### config.mk
export PLATFORM = sky130hd
export DESIGN_NAME = cheat_line_type_decoder
export DESIGN_NICKNAME = d
export VERILOG_FILES = /design/src/hw/rtl/clt_pkg.sv /design/src/hw/rtl/clt_front.sv /design/src/hw/rtl/clt_queue.sv /design/src/hw/rtl/clt_back.sv /design/src/hw/rtl/cheat_line_type_decoder.sv
export SDC_FILE = /design/constraint.sdc
export NUM_CORES = 1
export LEC_CHECK = 0
export BUFFER_PORTS_ARGS = -buffer_cell sky130_fd_sc_hd__buf_2
export CELL_PAD_IN_SITES_DETAIL_PLACEMENT = 1
export CELL_PAD_IN_SITES_GLOBAL_PLACEMENT = 1
export CORE_ASPECT_RATIO = 0.7
export CORE_MARGIN = 4
export CORE_UTILIZATION = 50
export CTS_CLUSTER_SIZE = 28
export DETAILED_ROUTE_END_ITERATION = 7
export PLACE_DENSITY_LB_ADDON = 0.25
export SLEW_MARGIN = 30
export SYNTH_ARGS = -nofsm -noshare
export SYNTH_HDL_FRONTEND = slang
export SYNTH_HIERARCHICAL = 1
export SYNTH_SLANG_ARGS = --single-unit
### constraint.sdc
create_clock -name clock -period 30.4 [get_ports clock]
set_clock_uncertainty 0.05 [all_clocks]
set_input_delay 6.08 -clock clock [delete_from_list [all_inputs] [get_ports clock]]
set_output_delay 6.08 -clock clock [all_outputs]
set_load 0.01 [all_outputs]
### src/hw/rtl/clt_pkg.sv
// Shared types, constants and lookup functions for the cheat line type decoder.
// Depends on nothing; every other file of the block imports it.
package clt_pkg;

   // Record type codes with a meaning of their own
   localparam logic signed [7:0] SZ_NONE   = -8'sd1;
   localparam logic signed [7:0] SZ_MASTER = 8'sd112;

   // Record type codes of the nibble-typed format
   localparam logic signed [7:0] SZ_WR8    = 8'sd0;
   localparam logic signed [7:0] SZ_WR16B  = 8'sd1;
   localparam logic signed [7:0] SZ_KEY    = 8'sd7;
   localparam logic signed [7:0] SZ_IF8    = 8'sd8;
   localparam logic signed [7:0] SZ_SLIDE  = 8'sd9;
   localparam logic signed [7:0] SZ_IFEQ   = 8'sd10;
   localparam logic signed [7:0] SZ_AND    = 8'sd11;
   localparam logic signed [7:0] SZ_ADD    = 8'sd32;
   localparam logic signed [7:0] SZ_WR16   = 8'sd33;
   localparam logic signed [7:0] SZ_IFLT   = 8'sd34;
   localparam logic signed [7:0] SZ_IFNE   = 8'sd35;
   localparam logic signed [7:0] SZ_MULTI  = 8'sd36;
   localparam logic signed [7:0] SZ_IFGT   = 8'sd50;

   // Top nibble of a nibble-typed address word
   localparam logic [3:0] NIB_RAW    = 4'h0;
   localparam logic [3:0] NIB_MASTER = 4'h1;
   localparam logic [3:0] NIB_WR16   = 4'h2;
   localparam logic [3:0] NIB_WR8    = 4'h3;
   localparam logic [3:0] NIB_SLIDE  = 4'h4;
   localparam logic [3:0] NIB_MULTI  = 4'h5;
   localparam logic [3:0] NIB_AND    = 4'h6;
   localparam logic [3:0] NIB_IF8    = 4'h7;
   localparam logic [3:0] NIB_WR16B  = 4'h8;
   localparam logic [3:0] NIB_UNUSED = 4'h9;
   localparam logic [3:0] NIB_IFEQ   = 4'hA;
   localparam logic [3:0] NIB_IFNE   = 4'hB;
   localparam logic [3:0] NIB_IFLT   = 4'hC;
   localparam logic [3:0] NIB_KEY    = 4'hD;
   localparam logic [3:0] NIB_ADD    = 4'hE;
   localparam logic [3:0] NIB_IFGT   = 4'hF;

   // Address masks
   localparam logic [31:0] M_ADDR_EVEN = 32'h0FFF_FFFE;
   localparam logic [31:0] M_ADDR_LOW  = 32'h0FFF_FFFF;
   localparam logic [31:0] M_MASTER_LO = 32'h01FF_FFFF;
   localparam logic [31:0] M_MASTER_HI = 32'h0800_0000;
   localparam logic [31:0] M_SIGN_FILL = 32'hFFFF_0000;
   localparam logic [31:0] M_KEY_ADDR  = 32'h0000_00F0;
   localparam logic [31:0] M_LOW24     = 32'h00FF_FFFF;

   // Decrypted master code: top seven address bits of 0xC4 / 0xC5
   localparam logic [6:0] MASTER_TOP7 = 7'h62;
   // Lowest key-test nibble that makes the entry invalid
   localparam logic [3:0] KEY_BAD_MIN = 4'd3;
   // floor(x / 3) for 16-bit x is (x * DIV3_RECIP) >> DIV3_SHIFT
   localparam logic [16:0] DIV3_RECIP = 17'h0AAAB;
   localparam int          DIV3_SHIFT = 17;

   // Item passed from the front end to the back end
   typedef struct packed {
      logic        cmd;
      logic        data_line;
      logic        bad_key;
      logic        entry_error;
      logic [31:0] addr;
      logic [31:0] value;
   } clt_item_type;

   // Regroup split address bits: bits 23..20 move up to 27..24, 17..0 stay
   function automatic logic [31:0] regroup(input logic [31:0] w);
      return {4'b0, w[23:20], 6'b0, w[17:0]};
   endfunction

   // Type code table of the decrypted format
   function automatic logic signed [7:0] fmt1_type_code(input logic [7:0] t);
      logic signed [7:0] r;
      unique case (t)
         8'h00: r = 8'sd23;  8'h01: r = 8'sd24;  8'h02: r = 8'sd2;
         8'h04: r = 8'sd19;  8'h05: r = 8'sd8;   8'h06: r = 8'sd20;
         8'h07: r = 8'sd61;  8'h08: r = 8'sd21;  8'h09: r = 8'sd10;
         8'h0A: r = 8'sd22;  8'h0C: r = 8'sd63;  8'h0D: r = 8'sd64;
         8'h0E: r = 8'sd65;  8'h10: r = 8'sd66;  8'h11: r = 8'sd67;
         8'h12: r = 8'sd68;  8'h14: r = 8'sd43;  8'h15: r = 8'sd44;
         8'h16: r = 8'sd45;  8'h18: r = 8'sd46;  8'h19: r = 8'sd47;
         8'h1A: r = 8'sd48;  8'h1C: r = 8'sd49;  8'h1D: r = 8'sd50;
         8'h1E: r = 8'sd51;  8'h20: r = 8'sd37;  8'h21: r = 8'sd38;
         8'h22: r = 8'sd39;  8'h24: r = 8'sd25;  8'h25: r = 8'sd26;
         8'h26: r = 8'sd27;  8'h27: r = 8'sd62;  8'h28: r = 8'sd28;
         8'h29: r = 8'sd29;  8'h2A: r = 8'sd30;  8'h2C: r = 8'sd69;
         8'h2D: r = 8'sd70;  8'h2E: r = 8'sd71;  8'h30: r = 8'sd72;
         8'h31: r = 8'sd73;  8'h32: r = 8'sd74;  8'h34: r = 8'sd52;
         8'h35: r = 8'sd53;  8'h36: r = 8'sd54;  8'h38: r = 8'sd55;
         8'h39: r = 8'sd56;  8'h3A: r = 8'sd57;  8'h3C: r = 8'sd58;
         8'h3D: r = 8'sd59;  8'h3E: r = 8'sd60;  8'h40: r = 8'sd40;
         8'h41: r = 8'sd41;  8'h42: r = 8'sd42;  8'h44: r = 8'sd78;
         8'h45: r = 8'sd79;  8'h46: r = 8'sd80;  8'h47: r = 8'sd99;
         8'h48: r = 8'sd81;  8'h49: r = 8'sd82;  8'h4A: r = 8'sd83;
         8'h4C: r = 8'sd84;  8'h4D: r = 8'sd85;  8'h4E: r = 8'sd86;
         8'h50: r = 8'sd87;  8'h51: r = 8'sd88;  8'h52: r = 8'sd89;
         8'h54: r = 8'sd90;  8'h55: r = 8'sd91;  8'h56: r = 8'sd92;
         8'h58: r = 8'sd93;  8'h59: r = 8'sd94;  8'h5A: r = 8'sd95;
         8'h5C: r = 8'sd96;  8'h5D: r = 8'sd97;  8'h5E: r = 8'sd98;
         8'h63: r = 8'sd75;  8'hE3: r = 8'sd76;
         default: r = SZ_NONE;
      endcase
      return r;
   endfunction

   // Extended type of a decrypted line whose address word is zero.
   // use_low24: value keeps its low 24 bits; otherwise value is regrouped.
   function automatic logic signed [7:0] fmt1_ext_code(input logic [6:0] et,
                                                       output logic use_low24);
      logic signed [7:0] r;
      use_low24 = 1'b0;
      unique case (et)
         7'h04: begin r = 8'sd31;  use_low24 = 1'b1; end
         7'h08: r = 8'sd12;
         7'h09: r = 8'sd13;
         7'h0A: r = 8'sd14;
         7'h0C: begin r = 8'sd15;  use_low24 = 1'b1; end
         7'h0D: begin r = 8'sd100; use_low24 = 1'b1; end
         7'h0E: begin r = 8'sd101; use_low24 = 1'b1; end
         7'h0F: begin r = 8'sd102; use_low24 = 1'b1; end
         7'h20: r = 8'sd77;
         7'h40: r = 8'sd16;
         7'h41: r = 8'sd17;
         7'h42: r = 8'sd18;
         default: r = SZ_NONE;
      endcase
      return r;
   endfunction

endpackage

### src/hw/rtl/clt_front.sv
// Front end: accepts lines, tracks per-entry state and classifies each item.
// Depends on clt_pkg; pushes classified items into clt_queue.
module clt_front (
   input  logic                  clock,
   input  logic                  reset,
   input  logic                  req_valid,
   output logic                  req_stall,
   input  logic                  req_cmd,
   input  logic                  req_first_line,
   input  logic                  req_last_line,
   input  logic [31:0]           req_code_address,
   input  logic [31:0]           req_code_value,
   input  logic                  q_full,
   output logic                  q_push,
   output clt_pkg::clt_item_type q_item
);
   import clt_pkg::*;

   logic        prev_takes_ff, prev_takes_in;
   logic [14:0] pending_ff, pending_in;
   logic        aborted_ff, aborted_in;

   logic        prev_cur;
   logic [14:0] pending_cur;
   logic        aborted_cur;
   logic [3:0]  nib;
   logic [15:0] val16;
   logic [15:0] val_m1;
   logic [32:0] div_prod;
   logic [14:0] multi_count;
   logic        take_data;
   logic        bad_key;

   assign req_stall = q_full;
   assign q_push    = req_valid && !q_full;

   // A first line starts from cleared state
   assign prev_cur    = req_first_line ? 1'b0 : prev_takes_ff;
   assign pending_cur = req_first_line ? 15'd0 : pending_ff;
   assign aborted_cur = req_first_line ? 1'b0 : aborted_ff;

   assign nib   = req_code_address[31:28];
   assign val16 = req_code_value[15:0];

   // Multi-write data line count: ((value - 1) mod 2^16) / 3 + 1
   assign val_m1      = val16 - 16'd1;
   assign div_prod    = 33'(val_m1) * 33'(DIV3_RECIP);
   assign multi_count = div_prod[DIV3_SHIFT +: 15] + 15'd1;

   assign take_data = !req_cmd && (prev_cur || (pending_cur != 15'd0));
   assign bad_key   = !req_cmd && !take_data && (nib == NIB_KEY)
                      && (req_code_address[7:4] >= KEY_BAD_MIN);

   // Next state of the entry tracking
   always_comb begin
      prev_takes_in = prev_cur;
      pending_in    = pending_cur;
      aborted_in    = aborted_cur | bad_key;
      if (!req_cmd) begin
         if (take_data) begin
            prev_takes_in = 1'b0;
            if (pending_cur != 15'd0) pending_in = pending_cur - 15'd1;
         end else begin
            prev_takes_in = (nib == NIB_SLIDE) || (nib == NIB_MULTI);
            if (nib == NIB_MULTI) pending_in = multi_count;
         end
      end
   end

   // Classified item
   always_comb begin
      q_item.cmd         = req_cmd;
      q_item.data_line   = take_data;
      q_item.bad_key     = bad_key;
      q_item.entry_error = aborted_in || (req_last_line && (pending_in != 15'd0));
      q_item.addr        = req_code_address;
      q_item.value       = req_cmd ? req_code_value : {16'b0, val16};
   end

   always_ff @(posedge clock) begin
      if (reset) begin
         prev_takes_ff <= 1'b0;
         pending_ff    <= 15'd0;
         aborted_ff    <= 1'b0;
      end else if (q_push) begin
         prev_takes_ff <= prev_takes_in;
         pending_ff    <= pending_in;
         aborted_ff    <= aborted_in;
      end
   end

endmodule

### src/hw/rtl/clt_queue.sv
// Short FIFO of classified items between the front end and the back end.
// Depends on clt_pkg for the item type.
module clt_queue #(
   parameter int DEPTH = 2
) (
   input  logic                  clock,
   input  logic                  reset,
   input  logic                  push,
   input  clt_pkg::clt_item_type push_item,
   output logic                  full,
   input  logic                  pop,
   output logic                  empty,
   output clt_pkg::clt_item_type head_item
);
   import clt_pkg::*;

   localparam int PW = (DEPTH > 1) ? $clog2(DEPTH) : 1;
   localparam int CW = $clog2(DEPTH + 1);

   clt_item_type     entries_ff [DEPTH];
   logic [PW-1:0]    wr_ptr_ff, wr_ptr_in;
   logic [PW-1:0]    rd_ptr_ff, rd_ptr_in;
   logic [CW-1:0]    count_ff, count_in;
   logic             do_push, do_pop;

   assign full      = (count_ff == CW'(DEPTH));
   assign empty     = (count_ff == '0);
   assign head_item = entries_ff[rd_ptr_ff];
   assign do_push   = push && !full;
   assign do_pop    = pop && !empty;

   // Pointer wrap and occupancy
   always_comb begin
      wr_ptr_in = wr_ptr_ff;
      rd_ptr_in = rd_ptr_ff;
      count_in  = count_ff;
      if (do_push)
         wr_ptr_in = (wr_ptr_ff == PW'(DEPTH - 1)) ? '0 : wr_ptr_ff + PW'(1);
      if (do_pop)
         rd_ptr_in = (rd_ptr_ff == PW'(DEPTH - 1)) ? '0 : rd_ptr_ff + PW'(1);
      if (do_push && !do_pop)      count_in = count_ff + CW'(1);
      else if (do_pop && !do_push) count_in = count_ff - CW'(1);
   end

   always_ff @(posedge clock) begin
      if (reset) begin
         wr_ptr_ff <= '0;
         rd_ptr_ff <= '0;
         count_ff  <= '0;
      end else begin
         wr_ptr_ff <= wr_ptr_in;
         rd_ptr_ff <= rd_ptr_in;
         count_ff  <= count_in;
      end
   end

   // Storage
   always_ff @(posedge clock) begin
      if (do_push) entries_ff[wr_ptr_ff] <= push_item;
   end

endmodule

### src/hw/rtl/clt_back.sv
// Back end: decodes type code, address and value of each item into the
// registered result stage. Depends on clt_pkg.
module clt_back (
   input  logic                  clock,
   input  logic                  reset,
   input  logic                  q_empty,
   input  clt_pkg::clt_item_type q_head,
   output logic                  q_pop,
   output logic                  rsp_valid,
   input  logic                  rsp_stall,
   output logic                  rsp_format_flag,
   output logic signed [7:0]     rsp_size_code,
   output logic [31:0]           rsp_target_address,
   output logic [31:0]           rsp_target_value,
   output logic                  rsp_data_line,
   output logic                  rsp_entry_error
);
   import clt_pkg::*;

   logic              valid_ff;
   logic              flag_ff, dline_ff, err_ff;
   logic signed [7:0] size_ff, size_in;
   logic [31:0]       addr_ff, addr_in;
   logic [31:0]       value_ff, value_in;
   logic              load;

   logic [31:0]       a, v;
   logic [3:0]        nib;
   logic [7:0]        t1;
   logic              use_low24;
   logic signed [7:0] ext_code;

   assign a   = q_head.addr;
   assign v   = q_head.value;
   assign nib = a[31:28];
   assign t1  = {a[24], a[31:25]};

   assign load  = !valid_ff || !rsp_stall;
   assign q_pop = load && !q_empty;

   // Record decode
   always_comb begin
      ext_code = fmt1_ext_code(v[31:25], use_low24);
      size_in  = SZ_NONE;
      addr_in  = a;
      value_in = v;
      if (!q_head.cmd) begin
         if (!q_head.data_line) begin
            unique case (nib)
               NIB_RAW:    addr_in = a & M_ADDR_LOW;
               NIB_MASTER: begin
                  size_in = SZ_MASTER;
                  addr_in = (a & M_MASTER_LO) | M_MASTER_HI;
               end
               NIB_WR16:   begin size_in = SZ_WR16;  addr_in = a & M_ADDR_EVEN; end
               NIB_WR8:    begin size_in = SZ_WR8;   addr_in = a & M_ADDR_LOW;  end
               NIB_SLIDE:  begin size_in = SZ_SLIDE; addr_in = a & M_ADDR_EVEN; end
               NIB_MULTI:  begin size_in = SZ_MULTI; addr_in = a & M_ADDR_EVEN; end
               NIB_AND:    begin size_in = SZ_AND;   addr_in = a & M_ADDR_EVEN; end
               NIB_IF8:    begin size_in = SZ_IF8;   addr_in = a & M_ADDR_EVEN; end
               NIB_WR16B:  begin size_in = SZ_WR16B; addr_in = a & M_ADDR_EVEN; end
               NIB_UNUSED: addr_in = a;
               NIB_IFEQ:   begin size_in = SZ_IFEQ;  addr_in = a & M_ADDR_EVEN; end
               NIB_IFNE:   begin size_in = SZ_IFNE;  addr_in = a & M_ADDR_EVEN; end
               NIB_IFLT:   begin size_in = SZ_IFLT;  addr_in = a & M_ADDR_EVEN; end
               NIB_KEY: begin
                  if (!q_head.bad_key) begin
                     size_in = SZ_KEY;
                     addr_in = a & M_KEY_ADDR;
                  end
               end
               NIB_ADD: begin
                  size_in = SZ_ADD;
                  addr_in = a & M_ADDR_LOW;
                  if (v[15]) value_in = v | M_SIGN_FILL;
               end
               NIB_IFGT:   begin size_in = SZ_IFGT;  addr_in = a & M_ADDR_EVEN; end
               default:    addr_in = a;
            endcase
         end
      end else if (a[31:25] == MASTER_TOP7) begin
         size_in = SZ_MASTER;
         addr_in = (a & M_MASTER_LO) | M_MASTER_HI;
      end else if (a == 32'd0) begin
         // Extended line: type and embedded address sit in the value word
         size_in = ext_code;
         if (ext_code != SZ_NONE)
            value_in = use_low24 ? (v & M_LOW24) : regroup(v);
      end else begin
         addr_in = regroup(a);
         size_in = fmt1_type_code(t1);
      end
   end

   // Result register
   always_ff @(posedge clock) begin
      if (reset) valid_ff <= 1'b0;
      else if (load) valid_ff <= !q_empty;
   end

   always_ff @(posedge clock) begin
      if (q_pop) begin
         flag_ff  <= q_head.cmd;
         size_ff  <= size_in;
         addr_ff  <= addr_in;
         value_ff <= value_in;
         dline_ff <= q_head.data_line;
         err_ff   <= q_head.entry_error;
      end
   end

   assign rsp_valid          = valid_ff;
   assign rsp_format_flag    = flag_ff;
   assign rsp_size_code      = size_ff;
   assign rsp_target_address = addr_ff;
   assign rsp_target_value   = value_ff;
   assign rsp_data_line      = dline_ff;
   assign rsp_entry_error    = err_ff;

endmodule

### src/hw/rtl/cheat_line_type_decoder.sv
// Cheat line type decoder: one decoded cheat line in, one typed record out.
// Request channel (req_*): valid/stall; an item is taken when req_valid is
//   high and req_stall is low. req_stall rises only when the internal queue
//   is full.
// Result channel (rsp_*): valid/stall; the record is held while rsp_stall
//   is high.
// Path: an accepted line is written into the queue; the back end then
//   decodes the queue head and registers the record in the result register.
// Throughput: one line per cycle while req_stall is low. The front end
//   updates the per-entry state (slide flag, multi-write count, abort flag)
//   in the accepting cycle; the back end decodes and registers one queued
//   item per cycle while the receiver does not stall.
// When the receiver stalls, the result register holds, the queue fills
//   (QUEUE_DEPTH items) and only then is req_stall raised.
// Reset (synchronous, active high) empties the queue and the result stage
//   and clears the per-entry state; there is no startup sequence.
// Depends on clt_pkg, clt_front, clt_queue and clt_back.
module cheat_line_type_decoder #(
   parameter int QUEUE_DEPTH = 2
) (
   input  logic              clock,
   input  logic              reset,
   input  logic              req_valid,
   output logic              req_stall,
   input  logic              req_cmd,
   input  logic              req_first_line,
   input  logic              req_last_line,
   input  logic [31:0]       req_code_address,
   input  logic [31:0]       req_code_value,
   output logic              rsp_valid,
   input  logic              rsp_stall,
   output logic              rsp_format_flag,
   output logic signed [7:0] rsp_size_code,
   output logic [31:0]       rsp_target_address,
   output logic [31:0]       rsp_target_value,
   output logic              rsp_data_line,
   output logic              rsp_entry_error
);
   import clt_pkg::*;

   clt_item_type push_item, head_item;
   logic         push, full, pop, empty;

   // Front end: accept and classify
   clt_front u_front (
      .clock            (clock),
      .reset            (reset),
      .req_valid        (req_valid),
      .req_stall        (req_stall),
      .req_cmd          (req_cmd),
      .req_first_line   (req_first_line),
      .req_last_line    (req_last_line),
      .req_code_address (req_code_address),
      .req_code_value   (req_code_value),
      .q_full           (full),
      .q_push           (push),
      .q_item           (push_item)
   );

   // Decoupling queue
   clt_queue #(.DEPTH(QUEUE_DEPTH)) u_queue (
      .clock     (clock),
      .reset     (reset),
      .push      (push),
      .push_item (push_item),
      .full      (full),
      .pop       (pop),
      .empty     (empty),
      .head_item (head_item)
   );

   // Back end: decode and deliver
   clt_back u_back (
      .clock              (clock),
      .reset              (reset),
      .q_empty            (empty),
      .q_head             (head_item),
      .q_pop              (pop),
      .rsp_valid          (rsp_valid),
      .rsp_stall          (rsp_stall),
      .rsp_format_flag    (rsp_format_flag),
      .rsp_size_code      (rsp_size_code),
      .rsp_target_address (rsp_target_address),
      .rsp_target_value   (rsp_target_value),
      .rsp_data_line      (rsp_data_line),
      .rsp_entry_error    (rsp_entry_error)
   );

endmodule

==> metrics.txt, run 1 <==
CP dominant cell by count inv_1; Fillers 3,687; RSZ-0062 raised after global routing no; total grt overflow 0; dominant cell by count in the synthesized netlist edfxtp_1; worst slew pin tran 0.817 ns; initial antenna violation count 4; vias 12,500; Critical R2R Capture u_back/rsp_size_code[0]; share of layout cells above drive strength 1 0.188; # nets final 1,946; Syn Inst Count 1,596; number of enable flip-flop cells after synthesis 211; clk_lat worst skew 0.54 ns; post-synth net total 1,877; Syn Area/Cell 10.7 sq um; gr usage total 0.263; Longest Clk Path Bufs 3; Routed WL 49,300 um; Die Y 163 um; max cap viols 0; ys async rst share 0; area share of the largest cell type after synthesis 0.370; hold endpoint u_queue/wr_ptr_ff; crit path DAT 15.54 ns; number of DRC markers in iteration 0 1,147; Slowest-stage cell, CP or4_1; Final period util 0.504; synth cell count leaders 211 x edfxtp_1, 205 x inv_1, 134 x ha_1; Std-Cell Rows 56; post-CTS sizing 0; initial core utilization 0.510; width of the die 229 um; Main synth FF type edfxtp_1; Area contributors post-synth edfxtp_1 37%, ha_1 9.8%, fa_1 8.9%; TritonCTS buffer count 24; WS Path Type input pin to flop; Required @ worst endpoint 30.60 ns; CP Capture Type flop; vias in the first global route 13,000; mapped cell area 0.0171 sq mm; vias per cell 5.92; hold_buf cts 0; CTS Root Cell clkbuf_16; critical path launch point type input pin; Max-slew headroom 0.455; min-delay src u_queue/wr_ptr_ff; post-synth top area cell edfxtp_1; final setup fails 0; WHS Path Cells 2; Final Wtd Congestion 0.964; Yosys Warn Count 6; Die ar. 0.0374 sq mm; CP Max Fanout 12; Setup Buffers After CTS 0; Final Max Slew Viols 0; Routed WL per cell 23.3 um; first-pass GRT wire length 77,100 um; number of I/O port buffers 147; htree depth 1; slowest stage delay, CP 0.56 ns; FF+latch count, synth 234; largest net degree at the start of global routing 77; DRC viols 0; worst r2r path cells 8; antenna-violating nets left 0; IO Count 148; flop-to-flop setup slack 25.91 ns; setup TNS 0 ns; Reg clk slew, reported paths 0.06 ns; outcome finished, final reports clean; Core Region 0.0336 sq mm; register area share after synthesis 0.397; Final min period 15.33 ns; Area growth, synth to finish 8.74%; clk sinks 234; critical path launch point req_code_value[5]; clock tree from TritonCTS built; Hold Path Class flop to flop; Detail Placement HPWL 37,700 um; Yosys cell types 103; Detailed Routing Iterations Pass 1 5; fmax 0.0652 GHz; Fin. Hold Viols 0
==> registers in the layout, summed over array words and instances, names as in the netlist, 2 cells and up, named ones only <==
| signal | cells |
|---|---|
| u_queue/entries_ff | 136 |
| u_back/rsp_size_code | 8 |
| u_back/rsp_target_value | 32 |
| u_front/pending_ff | 15 |
| u_back/rsp_target_address | 32 |
| u_queue/count_ff | 2 |
==> stage by stage <==
stage / instance area (sq um) / setup slack, ns / std cells / hold WS [ns] / utilization
floorplan: 17100 / 16.02 / 1596 / 0.402 / -
global placement: 17800 / 15.18 / 2073 / 0.419 / 0.529
detailed placement: 17800 / 14.69 / 2074 / 0.441 / 0.530
CTS: 18600 / 15.17 / 2118 / 0.447 / 0.554
global route: 18600 / 14.57 / 2118 / 0.471 / 0.554
finish: 18600 / 15.07 / 2119 / 0.444 / 0.554
==> cell families (layout without fill, tap and decap cells) <==
group           after synthesis  in the layout  share of synthesized area
simple gates                420            420                      0.132
buf+inv                     315            402                     0.0849
compound gates              284            284                      0.114
flops                       234            234                      0.397
fa+ha+maj                   210            210                      0.187
mux                          77             77                     0.0565
xor+xnor                     56             56                     0.0291
other cells                   0              1                          0
==> worst max-delay path: cells and delay by family <==
family	cells	cell delay, ns
AND/OR/NAND/NOR	10	3.47
buffers and inverters	7	0.46
AO/OA/AOI/OAI	6	1.20
adder cells (fa/ha/maj)	8	3.36
XOR/XNOR	3	0.97
==> how the worst max path moves through the flow <==
stage | depth (start not counted) | slack (ns) | end
after floorplan | 33 | 16.02 | u_queue/entries_ff[0][64]
after global placement | 34 | 15.18 | u_queue/entries_ff[0][64]
after detailed placement | 34 | 14.69 | u_queue/entries_ff[0][64]
after CTS | 34 | 15.17 | u_queue/entries_ff[0][64]
after global routing | 34 | 14.57 | u_queue/entries_ff[0][64]
final | 34 | 15.07 | u_queue/entries_ff[0][64]
==> layer usage <==
metal / GRT usage / wire [um]
met1: 0.387 / 22800
met5: 0 / 60
met2: 0.407 / 22100
met4: 0.0406 / 736
met3: 0.0605 / 3640
==> area by class of cell <==
| type | instances | area, sq um | area share |
|---|---|---|---|
| sequential | 234 | 6800 | 0.365 |
| inverter | 205 | 771 | 0.0414 |
| multi-input combinational | 1047 | 8910 | 0.478 |
| clock buffer | 30 | 643 | 0.0345 |
| tap | 435 | 544 | 0.0292 |
| antenna | 1 | 2.50 | 0.000134 |
| clock inverter | 14 | 168 | 0.00900 |
| timing repair buffer | 153 | 801 | 0.0430 |
==> cell usage in the layout, fill, tap and decap left out, types with 6 or more instances in the layout <==
| cell type | synthesis | layout |
|---|---|---|
| a211oi_1 | 17 | 17 |
| a21o_1 | 8 | 8 |
| a21oi_1 | 77 | 76 |
| a31oi_1 | 17 | 17 |
| and2_1 | 41 | 40 |
| buf_2 | 22 | 147 |
| clkbuf_16 | 0 | 24 |
| dfxtp_1 | 23 | 22 |
| edfxtp_1 | 211 | 211 |
| fa_1 | 76 | 76 |
| ha_1 | 134 | 134 |
| inv_1 | 205 | 204 |
| mux2_2 | 48 | 48 |
| mux2_4 | 20 | 20 |
| mux2i_1 | 6 | 6 |
| nand2_1 | 82 | 82 |
| nand2b_1 | 16 | 16 |
| nand3_1 | 15 | 15 |
| nand3b_1 | 7 | 7 |
| nand4_1 | 18 | 18 |
| nor2_1 | 105 | 105 |
| nor2b_1 | 16 | 16 |
| nor3_1 | 35 | 35 |
| nor4_1 | 16 | 15 |
| o211ai_1 | 8 | 8 |
| o21a_1 | 8 | 8 |
| o21ai_0 | 53 | 53 |
| o21ai_1 | 8 | 8 |
| o21bai_1 | 6 | 6 |
| o22ai_1 | 7 | 7 |
| o31ai_1 | 6 | 6 |
| or2_2 | 9 | 9 |
| or3_1 | 12 | 12 |
| xnor2_1 | 34 | 34 |
| xor2_1 | 21 | 21 |
Power of run 1 is left out: the tool's default activity adds up to more than one toggle a clock period on the data nets, which glitch-free logic cannot reach.
==> run 2, diff against run 1 <==
--- a/config.mk
+++ b/config.mk
@@ -10,7 +10,7 @@
 export CELL_PAD_IN_SITES_GLOBAL_PLACEMENT = 1
 export CORE_ASPECT_RATIO = 0.7
 export CORE_MARGIN = 4
-export CORE_UTILIZATION = 50
+export CORE_UTILIZATION = 44
 export CTS_CLUSTER_SIZE = 28
 export DETAILED_ROUTE_END_ITERATION = 7
 export PLACE_DENSITY_LB_ADDON = 0.25
==> constraint.sdc (replaced) <==
create_clock -name clock -period 13.9 [get_ports clock]
set_clock_uncertainty 0.05 [all_clocks]
set_input_delay 2.78 -clock clock [delete_from_list [all_inputs] [get_ports clock]]
set_output_delay 2.78 -clock clock [all_outputs]
set_load 0.01 [all_outputs]
==> run 2 against run 1 <==
Against the previous run: via count decreased by 1.6%; sequential cell count unchanged; largest cell class unchanged; sequential share of layout area shrank 0.14 points; non-clock buffer count increased by 2; global-route usage decreased by 3.5 points.
==> metrics.txt, run 2 (synthesis gave the netlist of run 1 again) <==
outcome finished, final reports clean; number of I/O port buffers 147 (unchanged); Setup WS post-layout 2.00 ns (-13.06 ns); Fillers 4,258 (+15%); post-CTS sizing 0 (unchanged); Required @ worst endpoint 14.09 ns (-16.51 ns); clock tree from TritonCTS built; Final min period 11.90 ns; Largest register FFs 136 (unchanged); initial core utilization 0.446 (-0.0637); Detailed Routing Iterations Pass 1 5 (unchanged); DRC viols 0 (unchanged); Final Max Slew Viols 0 (unchanged); clk sinks 234 (unchanged); Placement Setup Slack 1.52 ns (-13.17 ns); vias 12,300 (-1.6%); total grt overflow 0 (unchanged); gr usage total 0.227 (-0.0353); largest net degree at the start of global routing 69 (-10%); htree depth 1 (unchanged); Max-slew headroom 0.369 (-0.0857); final setup fails 0 (unchanged); # nets final 1,948 (+0.10%); IO Count 148 (unchanged); Hold Path Class flop to flop; share of layout cells above drive strength 1 0.187 (-0.00130); critical path launch point type input pin; post-layout util 0.487 (-0.0674); number of DRC markers in iteration 0 911 (-21%); commonest non-fill, non-tap cell in the layout edfxtp_1; setup TNS 0 ns (unchanged); WS Path Type input pin to flop; commonest cells after routing, fill and taps aside 211 x edfxtp_1, 204 x inv_1, 147 x buf_2; hold_buf cts 0 (unchanged); Die ar. 0.0422 sq mm (+13%); Detail Placement HPWL 37,900 um (+0.62%); Die Y 173 um (+6.3%); Slowest-stage cell, CP or4_1; max cap viols 0 (unchanged); CP Max Fanout 12 (unchanged); vias in the first global route 12,900 (-0.66%); Routed WL 48,800 um (-1.1%); Std-Cell Rows 60 (+7.1%); Post-Layout Cell Count 2,214 (+4.5%); register with the most flip-flops u_queue/entries_ff; initial antenna violation count 5 (+1); Routed WL per cell 22.0 um (-5.3%); crit path DAT 12.09 ns (-3.45 ns); antenna-violating nets left 0 (unchanged); Reg clk slew, reported paths 0.06 ns (about the same); Fin. Hold Viols 0 (unchanged); CTS Root Cell clkbuf_16; Final Wtd Congestion 0.956 (-0.85%); Core Region 0.0384 sq mm (+14%); CP dominant cell by count inv_1; RSZ-0062 raised after global routing no; fmax 0.0841 GHz; worst slew pin tran 0.946 ns (+0.128 ns); CP Capture Type flop; clk_lat worst skew 0.53 ns (about the same); first-pass GRT wire length 76,500 um (-0.80%); width of the die 244 um (+6.4%); Longest Clk Path Bufs 3 (unchanged); placed insts 2,168 (+4.5%); slowest stage delay, CP 0.57 ns (about the same); Final period util 0.856; Area growth, synth to finish 9.15%; TritonCTS buffer count 24 (unchanged); Setup Buffers After CTS 0 (unchanged); vias per cell 5.58 (-5.8%)
==> run 2: cell count changes in the layout (fill, tap and decap cells not counted), sizes merged <==
cell / previous run / this run
clkbuf: 30 / 35
buf: 153 / 155
clkinv: 9 / 6
bufinv: 3 / 1
diode: 1 / 3
clkinvlp: 1 / 0
==> run 2: worst paths after layout <==
path,start,to,slack (ns),cells after the start
worst max-delay path,req_code_value[5],u_queue/entries_ff[0][64],2.00,34
worst min-delay path,u_front/pending_ff[12],u_front/pending_ff[12],0.44,2
worst max register to register,flop,u_back/rsp_size_code[1],9.17,9
worst min register to register,u_front/pending_ff[12],u_front/pending_ff[12],0.44,2
==> run 2: worst max-delay path, delay by kind of cell <==
family                     cells  cell delay, ns
AOI/OAI and AO/OA              6            1.12
xor gates and xnor gates       3            0.95
adders and majority gates      8            3.33
buffers and inverters          7            0.51
and+or+nand+nor               10            3.39
==> run 2: cell type report <==
cell class	count	area, sq um	share of cell area
antenna	3	7.51	0.000401
tap	527	659	0.0352
clock inverter	8	80.1	0.00428
multi-input combinational	1047	8910	0.476
inverter	205	771	0.0412
clock buffer	35	683	0.0365
sequential	234	6800	0.363
timing repair buffer	155	800	0.0427
==> run 2: per-layer routing <==
metal	vias to the layer above	global-route usage	routed length, um
met5	-	0	10
li1	5754	-	-
met1	6205	0.348	24000
met2	340	0.345	21400
met3	43	0.0439	2810
met4	2	0.0303	643
==> run 2: per-stage QoR <==
step                hold slack (ns)  instance area, sq um
floorplan                     0.402                 17100
detailed placement            0.433                 17900
global placement              0.427                 17900
global route                  0.460                 18700
CTS                           0.442                 18700
finish                        0.443                 18700
Power of run 2 is left out for the same reason.
==> run 3, diff against run 2 <==
--- a/config.mk
+++ b/config.mk
@@ -5,12 +5,13 @@
 export SDC_FILE = /design/constraint.sdc
 export NUM_CORES = 1
 export LEC_CHECK = 0
+export ABC_AREA = 1
 export BUFFER_PORTS_ARGS = -buffer_cell sky130_fd_sc_hd__buf_2
 export CELL_PAD_IN_SITES_DETAIL_PLACEMENT = 1
 export CELL_PAD_IN_SITES_GLOBAL_PLACEMENT = 1
 export CORE_ASPECT_RATIO = 0.7
 export CORE_MARGIN = 4
-export CORE_UTILIZATION = 44
+export CORE_UTILIZATION = 43
 export CTS_CLUSTER_SIZE = 28
 export DETAILED_ROUTE_END_ITERATION = 7
 export PLACE_DENSITY_LB_ADDON = 0.25
==> run 3 against run 2 <==
Against the previous run: sequential cell count unchanged; fmax is 13% higher; setup slack gained 1.3 ns; utilization down 1.1 points; wire length grew 7.6%; via count up 12%; final cell count increased by 21%; largest cell class unchanged.
==> metrics.txt, run 3 <==
outcome finished, final reports clean; CP Max Fanout 5 (-7); commonest non-fill, non-tap cell in the layout nand2_1; Max-slew headroom 0.437 (+0.0674); post-synth net total 2,311 (+23%); Yosys cell types 60 (-42%); vias in the first global route 14,500 (+12%); Fin. Hold Viols 0 (unchanged); Area growth, synth to finish 9.19% (about the same); post-layout util 0.475 (-0.0115); Largest register FFs 136 (unchanged); Non-Filler Cell Area, Final 0.0195 sq mm (+4.0%); hold_buf cts 0 (unchanged); dominant cell by count in the synthesized netlist nand2_1; Sequential cell area 0.00680 sq mm (unchanged); Setup Buffers After CTS 0 (unchanged); clk_lat worst skew 0.53 ns (about the same); mapped cell area 0.0178 sq mm (+4.0%); FF+latch count, synth 234 (unchanged); number of I/O port buffers 147 (unchanged); register with the most flip-flops u_queue/entries_ff; Reg clk slew, reported paths 0.06 ns (about the same); min-delay src u_front/pending_ff[13]; max cap viols 0 (unchanged); Final Wtd Congestion 0.937 (-2.0%); Hold Path Class flop to flop; first-pass GRT wire length 81,300 um (+6.2%); WHS Path Cells 2 (unchanged); Die ar. 0.0448 sq mm (+6.2%); DRC viols 0 (unchanged); synth cell count leaders 451 x nand2_1, 418 x inv_1, 211 x edfxtp_1; area share of the largest cell type after synthesis 0.355 (-0.0142); placed insts 2,645 (+22%); Syn Inst Count 2,030 (+27%); area of the multi-input gates 0.00880 sq mm (-1.2%); cell area after placement 0.0187 sq mm (+4.4%); Main synth FF type edfxtp_1; vias per cell 5.16 (-7.5%); number of DRC markers in iteration 0 994 (+9.1%); Routed WL per cell 19.5 um (-11%); Final period util 0.760 (-0.0957); Required @ worst endpoint 14.12 ns (+0.03 ns); Fillers 4,893 (+15%); number of enable flip-flop cells after synthesis 211 (unchanged); htree depth 1 (unchanged); WS Path Type input pin to flop; RSZ-0062 raised after global routing no; Longest Clk Path Bufs 3 (unchanged); Yosys Warn Count 6 (unchanged); crit path DAT 10.79 ns (-1.30 ns); post-synth top area cell edfxtp_1; Core Region 0.0410 sq mm (+6.6%); Std-Cell Rows 62 (+3.3%); ys async rst share 0 (unchanged); worst slew pin tran 0.845 ns (-0.101 ns); final setup fails 0 (unchanged); Syn Area/Cell 8.78 sq um (-18%); Die Y 178 um (+3.0%); Slowest-stage cell, CP fa_1; Final min period 10.57 ns (-1.33 ns); setup TNS 0 ns (unchanged); Routed WL 52,500 um (+7.6%); Detail Placement HPWL 41,800 um (+10%); commonest cells after routing, fill and taps aside 451 x nand2_1, 418 x inv_1, 211 x edfxtp_1; vias 13,900 (+12%); critical path launch point req_code_value[2]; CP Capture Type flop; gr usage total 0.231 (+0.00317); share of layout cells above drive strength 1 0.161 (-0.0263); slowest stage delay, CP 0.52 ns (-0.05 ns); fmax 0.0946 GHz (+13%); initial core utilization 0.435 (-0.0107); worst r2r path cells 12 (+3); Final Max Slew Viols 0 (unchanged); Area contributors post-synth edfxtp_1 36%, nand2_1 9.5%, ha_1 9.4%; IO Count 148 (unchanged); clock tree from TritonCTS built; antenna-violating nets left 0 (unchanged); Post-Layout Cell Count 2,690 (+21%); post-CTS sizing 0 (unchanged); largest net degree at the start of global routing 77 (+12%); Detailed Routing Iterations Pass 1 5 (unchanged); # nets final 2,407 (+24%); register area share after synthesis 0.381 (-0.0153); total grt overflow 0 (unchanged); critical path launch point type input pin; clk sinks 234 (unchanged); width of the die 251 um (+3.1%); initial antenna violation count 8 (+3); TritonCTS buffer count 23 (-4.2%); CTS Root Cell clkbuf_16
[run 3: through the flow]
stage          hold WS, ns  setup slack, ns
6_report             0.451             3.33
5_1_grt              0.485             2.55
3_3_place_gp         0.433             3.06
3_5_place_dp         0.434             2.78
2_1_floorplan        0.418             4.11
4_1_cts              0.455             3.32
[run 3: routing by layer]
| layer | share of wire | wire length [um] | vias up | GRT usage |
|---|---|---|---|---|
| met3 | 0.044 | 2310 | 53 | 0.0300 |
| met5 | 0.00051 | 27 | - | 0 |
| met4 | 0.017 | 919 | 4 | 0.0448 |
| li1 | - | - | 6633 | - |
| met2 | 0.44 | 23300 | 304 | 0.362 |
| met1 | 0.49 | 26000 | 6884 | 0.345 |
[run 3: cell type report]
class	count	area share
Antenna cell	6	0.000771
Clock buffer	25	0.0300
Clock inverter	14	0.00713
Inverter	443	0.0857
Multi-Input combinational cell	1272	0.452
Sequential cell	234	0.349
Tap cell	544	0.0350
Timing Repair Buffer	152	0.0401
[run 3: critical path: cells and delay by family]
kind | cells | cell delay (ns)
fa+ha+maj | 7 | 3.00
compound gates | 1 | 0.27
buf+inv | 10 | 0.86
xor+xnor | 1 | 0.46
simple gates | 25 | 3.45
[run 3: cells by family after synthesis]
family / Yosys count / synth area share
fa+ha+maj: 210 / 0.179
buf+inv: 524 / 0.127
flops: 234 / 0.381
compound gates: 170 / 0.0552
mux: 68 / 0.0472
xor+xnor: 30 / 0.0147
simple gates: 794 / 0.195
[run 3: path summary, 6_finish.rpt]
| kind | to | slack, ns |
|---|---|---|
| setup / recovery | u_queue/entries_ff[1][64] | 3.33 |
| hold / removal | u_front/pending_ff[13] | 0.45 |
| setup reg to reg | u_back/rsp_target_value[25] | 9.75 |
| hold reg to reg | u_front/pending_ff[13] | 0.45 |
Power of run 3 is left out for the same reason.
